$ cat src/design/utf8_boundary_holdback_defines.svh
// Assertion macros shared by the UTF-8 boundary holdback design.
`ifndef UTF8_BOUNDARY_HOLDBACK_DEFINES_SVH
`define UTF8_BOUNDARY_HOLDBACK_DEFINES_SVH

`ifndef SYNTHESIS
// Same-cycle implication, checked on every rising edge outside reset.
`define UBH_ASSERT_IMPL(lbl, ante, cons) \
  lbl: assert property (@(posedge clk) disable iff (!rst_n) (ante) |-> (cons)) \
    else $error("UBH assertion failed");
// Next-cycle implication, checked on every rising edge outside reset.
`define UBH_ASSERT_NEXT(lbl, ante, cons) \
  lbl: assert property (@(posedge clk) disable iff (!rst_n) (ante) |=> (cons)) \
    else $error("UBH assertion failed");
`else
`define UBH_ASSERT_IMPL(lbl, ante, cons)
`define UBH_ASSERT_NEXT(lbl, ante, cons)
`endif

`endif

$ cat src/design/ubh_pkg.sv
// Shared types, constants and functions of the UTF-8 boundary holdback design.
package ubh_pkg;

  localparam int unsigned HOLD_DEPTH = 3;
  localparam int unsigned BUF_DEPTH  = 4;
  localparam int unsigned Q_DEPTH    = 4;
  localparam int unsigned Q_AW       = $clog2(Q_DEPTH);
  localparam int unsigned Q_CW       = $clog2(Q_DEPTH + 1);

  localparam logic [7:0] LEAD1_MASK = 8'h80;
  localparam logic [7:0] LEAD1_VAL  = 8'h00;
  localparam logic [7:0] LEAD2_MASK = 8'hE0;
  localparam logic [7:0] LEAD2_VAL  = 8'hC0;
  localparam logic [7:0] LEAD3_MASK = 8'hF0;
  localparam logic [7:0] LEAD3_VAL  = 8'hE0;
  localparam logic [7:0] LEAD4_MASK = 8'hF8;
  localparam logic [7:0] LEAD4_VAL  = 8'hF0;
  localparam logic [7:0] CONT_MASK  = 8'hC0;
  localparam logic [7:0] CONT_VAL   = 8'h80;

  localparam logic FUNC_DATA    = 1'b0;
  localparam logic FUNC_DISCARD = 1'b1;

  // One released group: up to four bytes and the index of the last one.
  typedef struct packed {
    logic [BUF_DEPTH-1:0][7:0] data;
    logic [1:0]                last_idx;
  } pkt_t;

  typedef struct packed {
    logic valid;
    pkt_t pkt;
  } push_t;

  typedef struct packed {
    logic full;
    logic empty;
  } q_status_t;

  typedef struct packed {
    logic [1:0] held_cnt;
  } front_status_t;

  // Sequence length announced by a lead byte, zero when it is no valid lead.
  function automatic logic [2:0] lead_len(input logic [7:0] c);
    logic [2:0] len;
    len = 3'd0;
    if ((c & LEAD1_MASK) == LEAD1_VAL)      len = 3'd1;
    else if ((c & LEAD2_MASK) == LEAD2_VAL) len = 3'd2;
    else if ((c & LEAD3_MASK) == LEAD3_VAL) len = 3'd3;
    else if ((c & LEAD4_MASK) == LEAD4_VAL) len = 3'd4;
    return len;
  endfunction

  function automatic logic is_cont(input logic [7:0] c);
    return (c & CONT_MASK) == CONT_VAL;
  endfunction

endpackage

$ cat src/design/ubh_front.sv
// Front end: accepts words, keeps the held tail and finds the releasable prefix.
module ubh_front (
  input  logic                   clk,
  input  logic                   rst_n,
  input  logic                   acc,
  input  logic                   func,
  input  logic [7:0]             in_byte,
  output ubh_pkg::push_t         push,
  output ubh_pkg::front_status_t status
);
  import ubh_pkg::*;

  logic [7:0] held_r [HOLD_DEPTH];
  logic [7:0] held_nxt [HOLD_DEPTH];
  logic [1:0] held_cnt_r, held_cnt_nxt;

  logic [BUF_DEPTH-1:0][7:0] buf_w;
  logic [2:0]                n_w;
  logic [2:0]                rel_w;

  // Build the four-byte buffer and scan it from the start.
  always_comb begin
    logic [2:0] pos;
    logic       stop;
    logic [2:0] len;
    logic       good;
    logic [2:0] idx;
    logic [3:0] sum;
    len  = 3'd0;
    good = 1'b0;
    idx  = 3'd0;
    sum  = 4'd0;
    for (int i = 0; i < BUF_DEPTH; i++) begin
      if (i < HOLD_DEPTH && 2'(i) < held_cnt_r) buf_w[i] = held_r[i];
      else if (3'(i) == {1'b0, held_cnt_r})    buf_w[i] = in_byte;
      else                                     buf_w[i] = 8'h00;
    end
    n_w  = {1'b0, held_cnt_r} + 3'd1;
    pos  = 3'd0;
    stop = 1'b0;
    for (int s = 0; s < BUF_DEPTH; s++) begin
      if (!stop && pos < n_w) begin
        len = lead_len(buf_w[pos[1:0]]);
        sum = {1'b0, pos} + {1'b0, len};
        if (len == 3'd0) begin
          pos = pos + 3'd1;
        end else if (sum > {1'b0, n_w}) begin
          stop = 1'b1;
        end else begin
          good = 1'b1;
          for (int k = 1; k < BUF_DEPTH; k++) begin
            idx = pos + 3'(k);
            if (3'(k) < len && !is_cont(buf_w[idx[1:0]])) good = 1'b0;
          end
          pos = good ? sum[2:0] : pos + 3'd1;
        end
      end
    end
    rel_w = pos;
  end

  // The tail after the released prefix becomes the new held bytes; a discard word clears them.
  always_comb begin
    logic [2:0] idx;
    logic [2:0] left;
    for (int i = 0; i < HOLD_DEPTH; i++) begin
      idx         = rel_w + 3'(i);
      held_nxt[i] = buf_w[idx[1:0]];
    end
    left = n_w - rel_w;
    if (func == FUNC_DISCARD) held_cnt_nxt = 2'd0;
    else                      held_cnt_nxt = left[1:0];
  end

  always_ff @(posedge clk) begin
    if (!rst_n) begin
      held_cnt_r <= 2'd0;
    end else if (acc) begin
      held_cnt_r <= held_cnt_nxt;
    end
  end

  always_ff @(posedge clk) begin
    if (acc && func == FUNC_DATA) begin
      for (int i = 0; i < HOLD_DEPTH; i++) held_r[i] <= held_nxt[i];
    end
  end

  always_comb begin
    logic [2:0] last;
    last              = rel_w - 3'd1;
    push.valid        = acc && func == FUNC_DATA && rel_w != 3'd0;
    push.pkt.data     = buf_w;
    push.pkt.last_idx = last[1:0];
    status.held_cnt   = held_cnt_r;
  end

endmodule

$ cat src/design/ubh_queue.sv
// Short packet queue between the front end and the output sequencer.
module ubh_queue (
  input  logic               clk,
  input  logic               rst_n,
  input  ubh_pkg::push_t     push,
  input  logic               pop,
  output ubh_pkg::pkt_t      head,
  output ubh_pkg::q_status_t status
);
  import ubh_pkg::*;

  pkt_t            mem_r [Q_DEPTH];
  logic [Q_AW-1:0] wr_ptr_r, rd_ptr_r;
  logic [Q_CW-1:0] cnt_r, cnt_nxt;
  logic            do_push, do_pop;

  assign do_push = push.valid && !status.full;
  assign do_pop  = pop && !status.empty;

  always_comb begin
    cnt_nxt = cnt_r;
    if (do_push && !do_pop)      cnt_nxt = cnt_r + Q_CW'(1);
    else if (!do_push && do_pop) cnt_nxt = cnt_r - Q_CW'(1);
  end

  always_ff @(posedge clk) begin
    if (!rst_n) begin
      wr_ptr_r <= '0;
      rd_ptr_r <= '0;
      cnt_r    <= '0;
    end else begin
      if (do_push) wr_ptr_r <= wr_ptr_r + Q_AW'(1);
      if (do_pop)  rd_ptr_r <= rd_ptr_r + Q_AW'(1);
      cnt_r <= cnt_nxt;
    end
  end

  always_ff @(posedge clk) begin
    if (do_push) mem_r[wr_ptr_r] <= push.pkt;
  end

  assign head         = mem_r[rd_ptr_r];
  assign status.full  = cnt_r == Q_CW'(Q_DEPTH);
  assign status.empty = cnt_r == '0;

endmodule

$ cat src/design/ubh_back.sv
// Back end: sends the bytes of each queued packet one word per cycle while out_tready is high.
module ubh_back (
  input  logic               clk,
  input  logic               rst_n,
  input  ubh_pkg::pkt_t      head,
  input  ubh_pkg::q_status_t q_status,
  output logic               pop,
  output logic               out_tvalid,
  input  logic               out_tready,
  output logic [7:0]         out_tdata,
  output logic               out_tlast
);
  import ubh_pkg::*;

  logic       tvalid_r;
  logic [7:0] tdata_r;
  logic       tlast_r;
  logic [1:0] idx_r;
  logic       load;
  logic       is_last;

  assign load    = !q_status.empty && (!tvalid_r || out_tready);
  assign is_last = idx_r == head.last_idx;
  assign pop     = load && is_last;

  always_ff @(posedge clk) begin
    if (!rst_n) begin
      tvalid_r <= 1'b0;
      idx_r    <= 2'd0;
    end else begin
      if (load) begin
        tvalid_r <= 1'b1;
        idx_r    <= is_last ? 2'd0 : idx_r + 2'd1;
      end else if (out_tready) begin
        tvalid_r <= 1'b0;
      end
    end
  end

  always_ff @(posedge clk) begin
    if (load) begin
      tdata_r <= head.data[idx_r];
      tlast_r <= is_last;
    end
  end

  assign out_tvalid = tvalid_r;
  assign out_tdata  = tdata_r;
  assign out_tlast  = tlast_r;

endmodule

$ cat src/design/utf8_boundary_holdback.sv
// Top level of the UTF-8 boundary holdback: front end, packet queue, output sequencer.
//
// Channel   Dir  Handshake              Payload
// in_       in   in_tvalid/in_tready    in_tdata = in_byte, in_tuser = func
// out_      out  out_tvalid/out_tready  out_tdata = out_byte, out_tlast = last_of_run
//
// A word is taken every cycle while the four-entry packet queue has room; the
// front end resolves the held tail and the releasable prefix in the cycle of
// acceptance. The output sequencer sends one byte per cycle while out_tready is
// high, and the output port sets the sustained rate at one released byte per
// cycle.
// Reset (rst_n low, synchronous) empties the queue, drops the held bytes and
// clears the output valid. Output stalls back up through the queue to in_tready.
`include "utf8_boundary_holdback_defines.svh"

module utf8_boundary_holdback (
  input  logic       clk,
  input  logic       rst_n,
  input  logic       in_tvalid,
  output logic       in_tready,
  input  logic [7:0] in_tdata,   // [7:0] in_byte
  input  logic [0:0] in_tuser,   // [0] func: 0 = data byte, 1 = discard held bytes
  output logic       out_tvalid,
  input  logic       out_tready,
  output logic [7:0] out_tdata,  // [7:0] out_byte
  output logic       out_tlast
);
  import ubh_pkg::*;

  logic          in_acc;
  push_t         push;
  front_status_t front_st;
  pkt_t          head;
  q_status_t     q_st;
  logic          pop;

  // The front end never stalls on its own; room in the queue is the only gate.
  assign in_tready = !q_st.full;
  assign in_acc    = in_tvalid && in_tready;

  ubh_front u_front (
    .clk     (clk),
    .rst_n   (rst_n),
    .acc     (in_acc),
    .func    (in_tuser[0]),
    .in_byte (in_tdata),
    .push    (push),
    .status  (front_st)
  );

  // Each entry is one word's released prefix, with the index of its last byte.
  ubh_queue u_queue (
    .clk    (clk),
    .rst_n  (rst_n),
    .push   (push),
    .pop    (pop),
    .head   (head),
    .status (q_st)
  );

  ubh_back u_back (
    .clk        (clk),
    .rst_n      (rst_n),
    .head       (head),
    .q_status   (q_st),
    .pop        (pop),
    .out_tvalid (out_tvalid),
    .out_tready (out_tready),
    .out_tdata  (out_tdata),
    .out_tlast  (out_tlast)
  );

  // A discard word leaves no held bytes behind.
  `UBH_ASSERT_NEXT(a_discard_clears, in_acc && in_tuser[0] == FUNC_DISCARD, front_st.held_cnt == 2'd0)
  // The sequencer only retires a packet that is really in the queue.
  `UBH_ASSERT_IMPL(a_pop_nonempty, pop, !q_st.empty)
  // The queue cannot be both full and empty.
  `UBH_ASSERT_IMPL(a_q_sane, q_st.full, !q_st.empty)

endmodule

$ cat config.mk
export PLATFORM = sky130hd
export DESIGN_NAME = utf8_boundary_holdback
export DESIGN_NICKNAME = d
export VERILOG_FILES = /design/src/design/ubh_pkg.sv /design/src/design/ubh_front.sv /design/src/design/ubh_queue.sv /design/src/design/ubh_back.sv /design/src/design/utf8_boundary_holdback.sv
export VERILOG_INCLUDE_DIRS = /design/src /design/src/design
export SDC_FILE = /design/constraint.sdc
export NUM_CORES = 1
export LEC_CHECK = 0
export BUFFER_PORTS_ARGS = -buffer_cell sky130_fd_sc_hd__buf_2
export CORE_MARGIN = 10
export CORE_UTILIZATION = 60
export CTS_CLUSTER_DIAMETER = 120
export DETAILED_ROUTE_END_ITERATION = 8
export HOLD_SLACK_MARGIN = 0.08
export PLACE_DENSITY = 0.77
export SETUP_SLACK_MARGIN = 0.1
export SYNTH_ARGS = -nofsm -noshare
export SYNTH_HDL_FRONTEND = slang
export SYNTH_HIERARCHICAL = 1
export SYNTH_SLANG_ARGS = --single-unit
$ cat constraint.sdc
create_clock -name clk -period 21.3 [get_ports clk]
set_clock_uncertainty 0.1 [all_clocks]
set_input_delay 3.195 -clock clk [delete_from_list [all_inputs] [get_ports clk]]
set_output_delay 3.195 -clock clk [all_outputs]
set_load 0.01 [all_outputs]
# ---- After elaboration in Yosys (flattened, before gate mapping)
# Memories as Yosys holds them, arrays and structs flattened. A register that Yosys moved wholly into a read port is not among the register bits.
# Index checks and enable logic that the tools add are counted.
dict set report classes {
  n_eq_ne 29
  n_lt_le_gt_ge 39
  bitwise_logic 1
  mux 120
  n_reduce_logical 58
  addsub 22
}
# op count
set op_table {}
lappend op_table {{$bmux 8 s2} 16}
lappend op_table {{$mux 8} 23}
lappend op_table {{$mux 3} 38}
lappend op_table {{$lt 2x3->1 const B} 16}
lappend op_table {{$mux 1} 39}
lappend op_table {{$logic_not 8->1} 4}
lappend op_table {{$eq 2x2->1 const B} 12}
lappend op_table {{$logic_and 1x1->1} 24}
lappend op_table {{$lt 2x3->1 const A} 8}
lappend op_table {{$eq 5x5->1 const B} 4}
lappend op_table {{$logic_not 1->1} 20}
lappend op_table {{$eq 4x4->1 const B} 4}
lappend op_table {{$eq 3x3->1 const B} 5}
lappend op_table {{$logic_not 3->1} 5}
lappend op_table {{$lt 1x3->1 const A} 5}
lappend op_table {{$add 2x2->2 const B} 7}
lappend op_table {{$add 3x1->3 const B} 4}
lappend op_table {{$add 3x3->4} 3}
lappend op_table {{$gt 4x3->1} 3}
lappend op_table {{$lt 3x3->1} 3}
lappend op_table {{$add 2x1->2 const B} 4}
lappend op_table {{$mux 2} 4}
lappend op_table {{$eq 2x2->1 const A} 2}
lappend op_table {{$lt 1x2->1 const A} 2}
lappend op_table {{other kinds (13)} 14}
dict set report totals {
  memories 2
  elab_cells 279
  output_inout_bits 11
  register_bits 21
  mem_bits_rw 160
  input_bits 13
}
# name depth word_bits rd rd_clocked_by_memory_dff wr line
set mem_list {}
lappend mem_list {u_queue.mem_r 4 34 1 1 1 ubh_queue.sv:12} ;# pkt_t mem_r [Q_DEPTH];
lappend mem_list {u_front.held_r 3 8 3 0 3 ubh_front.sv:13} ;# logic [7:0] held_r [HOLD_DEPTH];

# ---- Depth between registers and ports, before layout
dict set report logic_depth {
  word_depth 88
  mapped_depth 72
}

# ---- Modules after synthesis
# The synthesis kept the hierarchy.
# module area_each_um2 cells_each seq_area_each_um2 n_inst
set by_module_without_submodules {}
lappend by_module_without_submodules {ubh_queue 5444.0 226 4264.1 1}
lappend by_module_without_submodules {ubh_front 4506.8 529 760.7 1}
lappend by_module_without_submodules {ubh_back 674.4 42 330.3 1}
lappend by_module_without_submodules {utf8_boundary_holdback 10.0 2 0.0 1}

# ---- Worst setup path after synthesis
# Ideal clock, no wire load.
dict set report synth_path {
  path_type {input to register}
  startpoint {input port in_tdata[5]}
  endpoint {register u_queue.cnt_r[2]}
  arrival_ns 15.563
  path_slack_ns 5.561
  path_stages 66
  path_buffers 6
  setup_time_ns 0.076
  path_cell_list {clkbuf_1 -> nand3_1 -> o21ai_0 -> a21oi_1 -> ha_1 -> nor2b_1 -> o21ai_1 -> a21oi_1 -> or2_1 -> inv_1 -> nor2_1 -> a221oi_1 -> nand3_1 -> nand2_1 -> ha_1 -> fa_1 -> ha_1 -> nor2b_1 -> [30 not listed] -> o21ai_0 -> nand2b_1 -> a221o_1 -> nor4b_1 -> o21ai_1 -> and2_1 -> o22ai_1 -> buf_4 -> buf_4 -> a31oi_1 -> nor2b_1 -> buf_6 -> ha_1 -> inv_1 -> fa_1 -> xor2_1 -> or3_1 -> a21boi_0}
}
# element line
set synth_lines {}
lappend synth_lines {{start, declared} utf8_boundary_holdback.sv:21} ;# input logic [7:0] in_tdata,
lappend synth_lines {{end signal, assigned} ubh_queue.sv:34} ;# cnt_r <= cnt_nxt;
lappend synth_lines {{end, declared} ubh_queue.sv:14} ;# logic [Q_CW-1:0] cnt_r, cnt_nxt;

==> qor.json <==
{
  "holdCritStartpoint": "u_queue/wr_ptr_r[1]$_SDFFE_PN0P_",
  "cts_buffer_depth": 2,
  "timing.reg2reg.worst_path_depth": 62,
  "route.detailed.vias_per_inst": 6.763,
  "diodes": 0,
  "drv_cap": 0,
  "critical_path.most_common_cell": "sky130_fd_sc_hd__ha_1",
  "initial_antenna_violation_count": 0,
  "crit_path_max_fanout": 31,
  "synthesis.area_um2": 10640,
  "slew_headroom_pct": 14.15,
  "final_core_utilization_pct": 66.12,
  "holdCritPathClass": "register to register",
  "run_status": "complete, no violations",
  "clkSinkCount": 183,
  "rsz0062_at_grt": "false",
  "critPathRequiredTime_ns": 21.56,
  "slowest_delay_ns": 0.72,
  "fmax_mhz": 55.04,
  "top_cell_type_by_total_area_after_synthesis": "sky130_fd_sc_hd__edfxtp_1",
  "finalHoldViolations": 0,
  "finalMaxSlewViolations": 0,
  "synth_top_cells_by_count": "sky130_fd_sc_hd__edfxtp_1 (169), sky130_fd_sc_hd__mux2i_1 (87), sky130_fd_sc_hd__nand2_1 (58), sky130_fd_sc_hd__ha_1 (40), sky130_fd_sc_hd__mux4_2 (38)",
  "report.final.setup_viol": 0,
  "clock_pin_slew_on_the_worst_setup_and_hold_paths_ns": 0.07,
  "worst_r2r_startpoint": "u_front/status[0]$_SDFFE_PN0P_",
  "clock_insertion_delay_worst_skew_ns": 0.43,
  "synth-edff-count": 169,
  "maximum_number_of_pins_on_one_net_before_global_route_repair": 36,
  "place_congestion": 0.9362,
  "dpl.hpwl_um": 17240,
  "fill_cells": 1234,
  "rrSetupSlack_ns": 4.17,
  "numCtsBuffers": 17,
  "initial_utilization_pct": 61.27,
  "io_pins": 24,
  "core.rowCount": 48,
  "tritoncts": "yes",
  "drtIter0Drc": 849,
  "post_synth_num_cell_types": 78,
  "worstSetupStartpoint": "in_tdata[5]",
  "timing.setup.critical_path_class": "input port to register",
  "worstSetupEndpointType": "register",
  "detail_route.wl_per_cell_um": 24.86,
  "setup.worst_path.end": "u_queue/cnt_r[2]$_SDFFE_PN0P_",
  "first_global_vias": 6956,
  "arrival_ns": 18.43,
  "async_flop_share_pct": 0,
  "drcViolationCount": 0,
  "grt_first_pass_wirelength_um": 40680,
  "setup.worst_path.start_class": "input port",
  "yosys_most_used_dff": "sky130_fd_sc_hd__edfxtp_1",
  "postSynthCellCount": 799,
  "grt.total_usage_pct": 22.09,
  "timing.final.crit_share_pct": 85.29,
  "synth-warning-count": 6,
  "detail_route.first_pass.iterations": 5,
  "synth_seq_area_share_pct": 50.35,
  "h-tree-depth": 4,
  "post_cts_buffers": 0,
  "reg2reg_to": "u_queue/cnt_r[2]$_SDFFE_PN0P_",
  "drive_above_1_share_pct": 16.34,
  "portBuffers": 23,
  "synthMostInstantiatedCell": "sky130_fd_sc_hd__edfxtp_1",
  "synth_area_leaders": "sky130_fd_sc_hd__edfxtp_1 (48%), sky130_fd_sc_hd__mux2i_1 (8.2%), sky130_fd_sc_hd__mux4_2 (8.0%)",
  "fin_nets": 870,
  "syn-num-nets": 856,
  "layout_min_cycle_time_ns": 18.17,
  "routed-via-count": 7108,
  "critical_path.slowest_cell": "sky130_fd_sc_hd__a2111oi_0",
  "timing.hold.ws_ns": 0.4174,
  "cts_hold_repair.buffers": 0,
  "floorplan.core_area_um2": 17360,
  "die_x_um": 153.1,
  "tightest_slew_ns": 1.279,
  "die-area_um2": 23450,
  "setup_tns_ns": 0,
  "yosys.area.top_type_share_pct": 47.72,
  "overflow": 0,
  "clockRootBuffer": "sky130_fd_sc_hd__clkbuf_16",
  "route.final.wire_length_um": 26130,
  "dieHeight_um": 153.1,
  "ctsResizeCount": 0,
  "syn_area_per_cell_um2": 13.31,
  "final_antenna_net_count": 0,
  "areaGrowthSynthToFinish_pct": 7.906,
  "synth.ff_latch_count": 183
}
registers in the layout, indices dropped and copies added (netlist names), named ones only:
signal / flops
u_back/idx_r: 2
u_back/out_tvalid: 1
u_front/status: 2
u_back/out_tlast: 1
u_queue/wr_ptr_r: 2
u_front/held_r: 24
u_queue/cnt_r: 3
u_queue/rd_ptr_r: 2
u_back/out_tdata: 8
u_queue/mem_r: 136
worst min path at each step:
stage          slack (ns)                          endpoint  cells after the start
6_report             0.42  u_queue/wr_ptr_r[1]$_SDFFE_PN0P_                      2
5_1_grt              0.46  u_queue/wr_ptr_r[0]$_SDFFE_PN0P_                      2
4_1_cts              0.42  u_queue/wr_ptr_r[1]$_SDFFE_PN0P_                      2
3_5_place_dp         0.41  u_queue/wr_ptr_r[1]$_SDFFE_PN0P_                      2
3_3_place_gp         0.38  u_queue/wr_ptr_r[1]$_SDFFE_PN0P_                      2
2_1_floorplan        0.37  u_queue/wr_ptr_r[1]$_SDFFE_PN0P_                      2
layer usage:
metal  vias to the layer above  GRT usage [%]  part of all wire, %  routed length (µm)
met4                         0          6.948                  1.7                 442
met2                       347          34.28                   47               12350
li1                       3148              -                    -                   -
met3                        43          4.293                  8.2                2155
met1                      3570          30.67                   43               11180
met5                         -              0                    0                   0
stage by stage:
stage | std cells | setup WS, ns | cell area, µm²
floorplan | 799 | 5.561 | 10640
global placement | 1019 | 3.644 | 10860
detailed placement | 1019 | 2.910 | 10860
CTS | 1051 | 3.364 | 11480
global route | 1051 | 1.992 | 11480
finish | 1051 | 3.133 | 11480
cell usage in the layout (no fill, tap or decap), types with 18 or more instances in the layout:
master	count
sky130_fd_sc_hd__edfxtp_1	169
sky130_fd_sc_hd__mux2i_1	87
sky130_fd_sc_hd__nand2_1	58
sky130_fd_sc_hd__ha_1	40
sky130_fd_sc_hd__mux4_2	38
sky130_fd_sc_hd__inv_1	37
sky130_fd_sc_hd__o21ai_0	30
sky130_fd_sc_hd__nor2_1	28
sky130_fd_sc_hd__buf_2	23
sky130_fd_sc_hd__clkbuf_16	21
sky130_fd_sc_hd__and2_1	19
sky130_fd_sc_hd__nand3_1	18
worst max-delay path, delay by kind of cell:
| kind | cells | cell delay [ns] |
|---|---|---|
| AO/OA/AOI/OAI | 22 | 6.15 |
| XOR/XNOR | 1 | 0.17 |
| adder cells (fa/ha/maj) | 12 | 3.79 |
| buffers and inverters | 5 | 1.01 |
| multiplexers | 3 | 0.93 |
| AND/OR/NAND/NOR | 18 | 3.17 |
kinds of logic after synthesis:
| group | count (synthesis) | synth area share, % |
|---|---|---|
| simple gates | 190 | 9.377 |
| flops | 183 | 50.35 |
| compound gates | 145 | 10.05 |
| mux | 145 | 19.42 |
| buf+inv | 80 | 4.353 |
| fa+ha+maj | 44 | 5.459 |
| xor+xnor | 12 | 0.9883 |
layout make-up:
cell class                      instances  area [µm²]  share of cell area (%)
Tap cell                              225       281.5                   2.453
Timing Repair Buffer                   36       212.7                   1.853
Clock buffer                           22       539.3                   4.699
Multi-Input combinational cell        536        4866                   42.40
Clock inverter                         10       73.82                  0.6433
Sequential cell                       183        5356                   46.67
Inverter                               39       146.4                   1.276
Power is not shown: default switching activity piles up to over one toggle a cycle in this logic, so the estimate is an artifact.
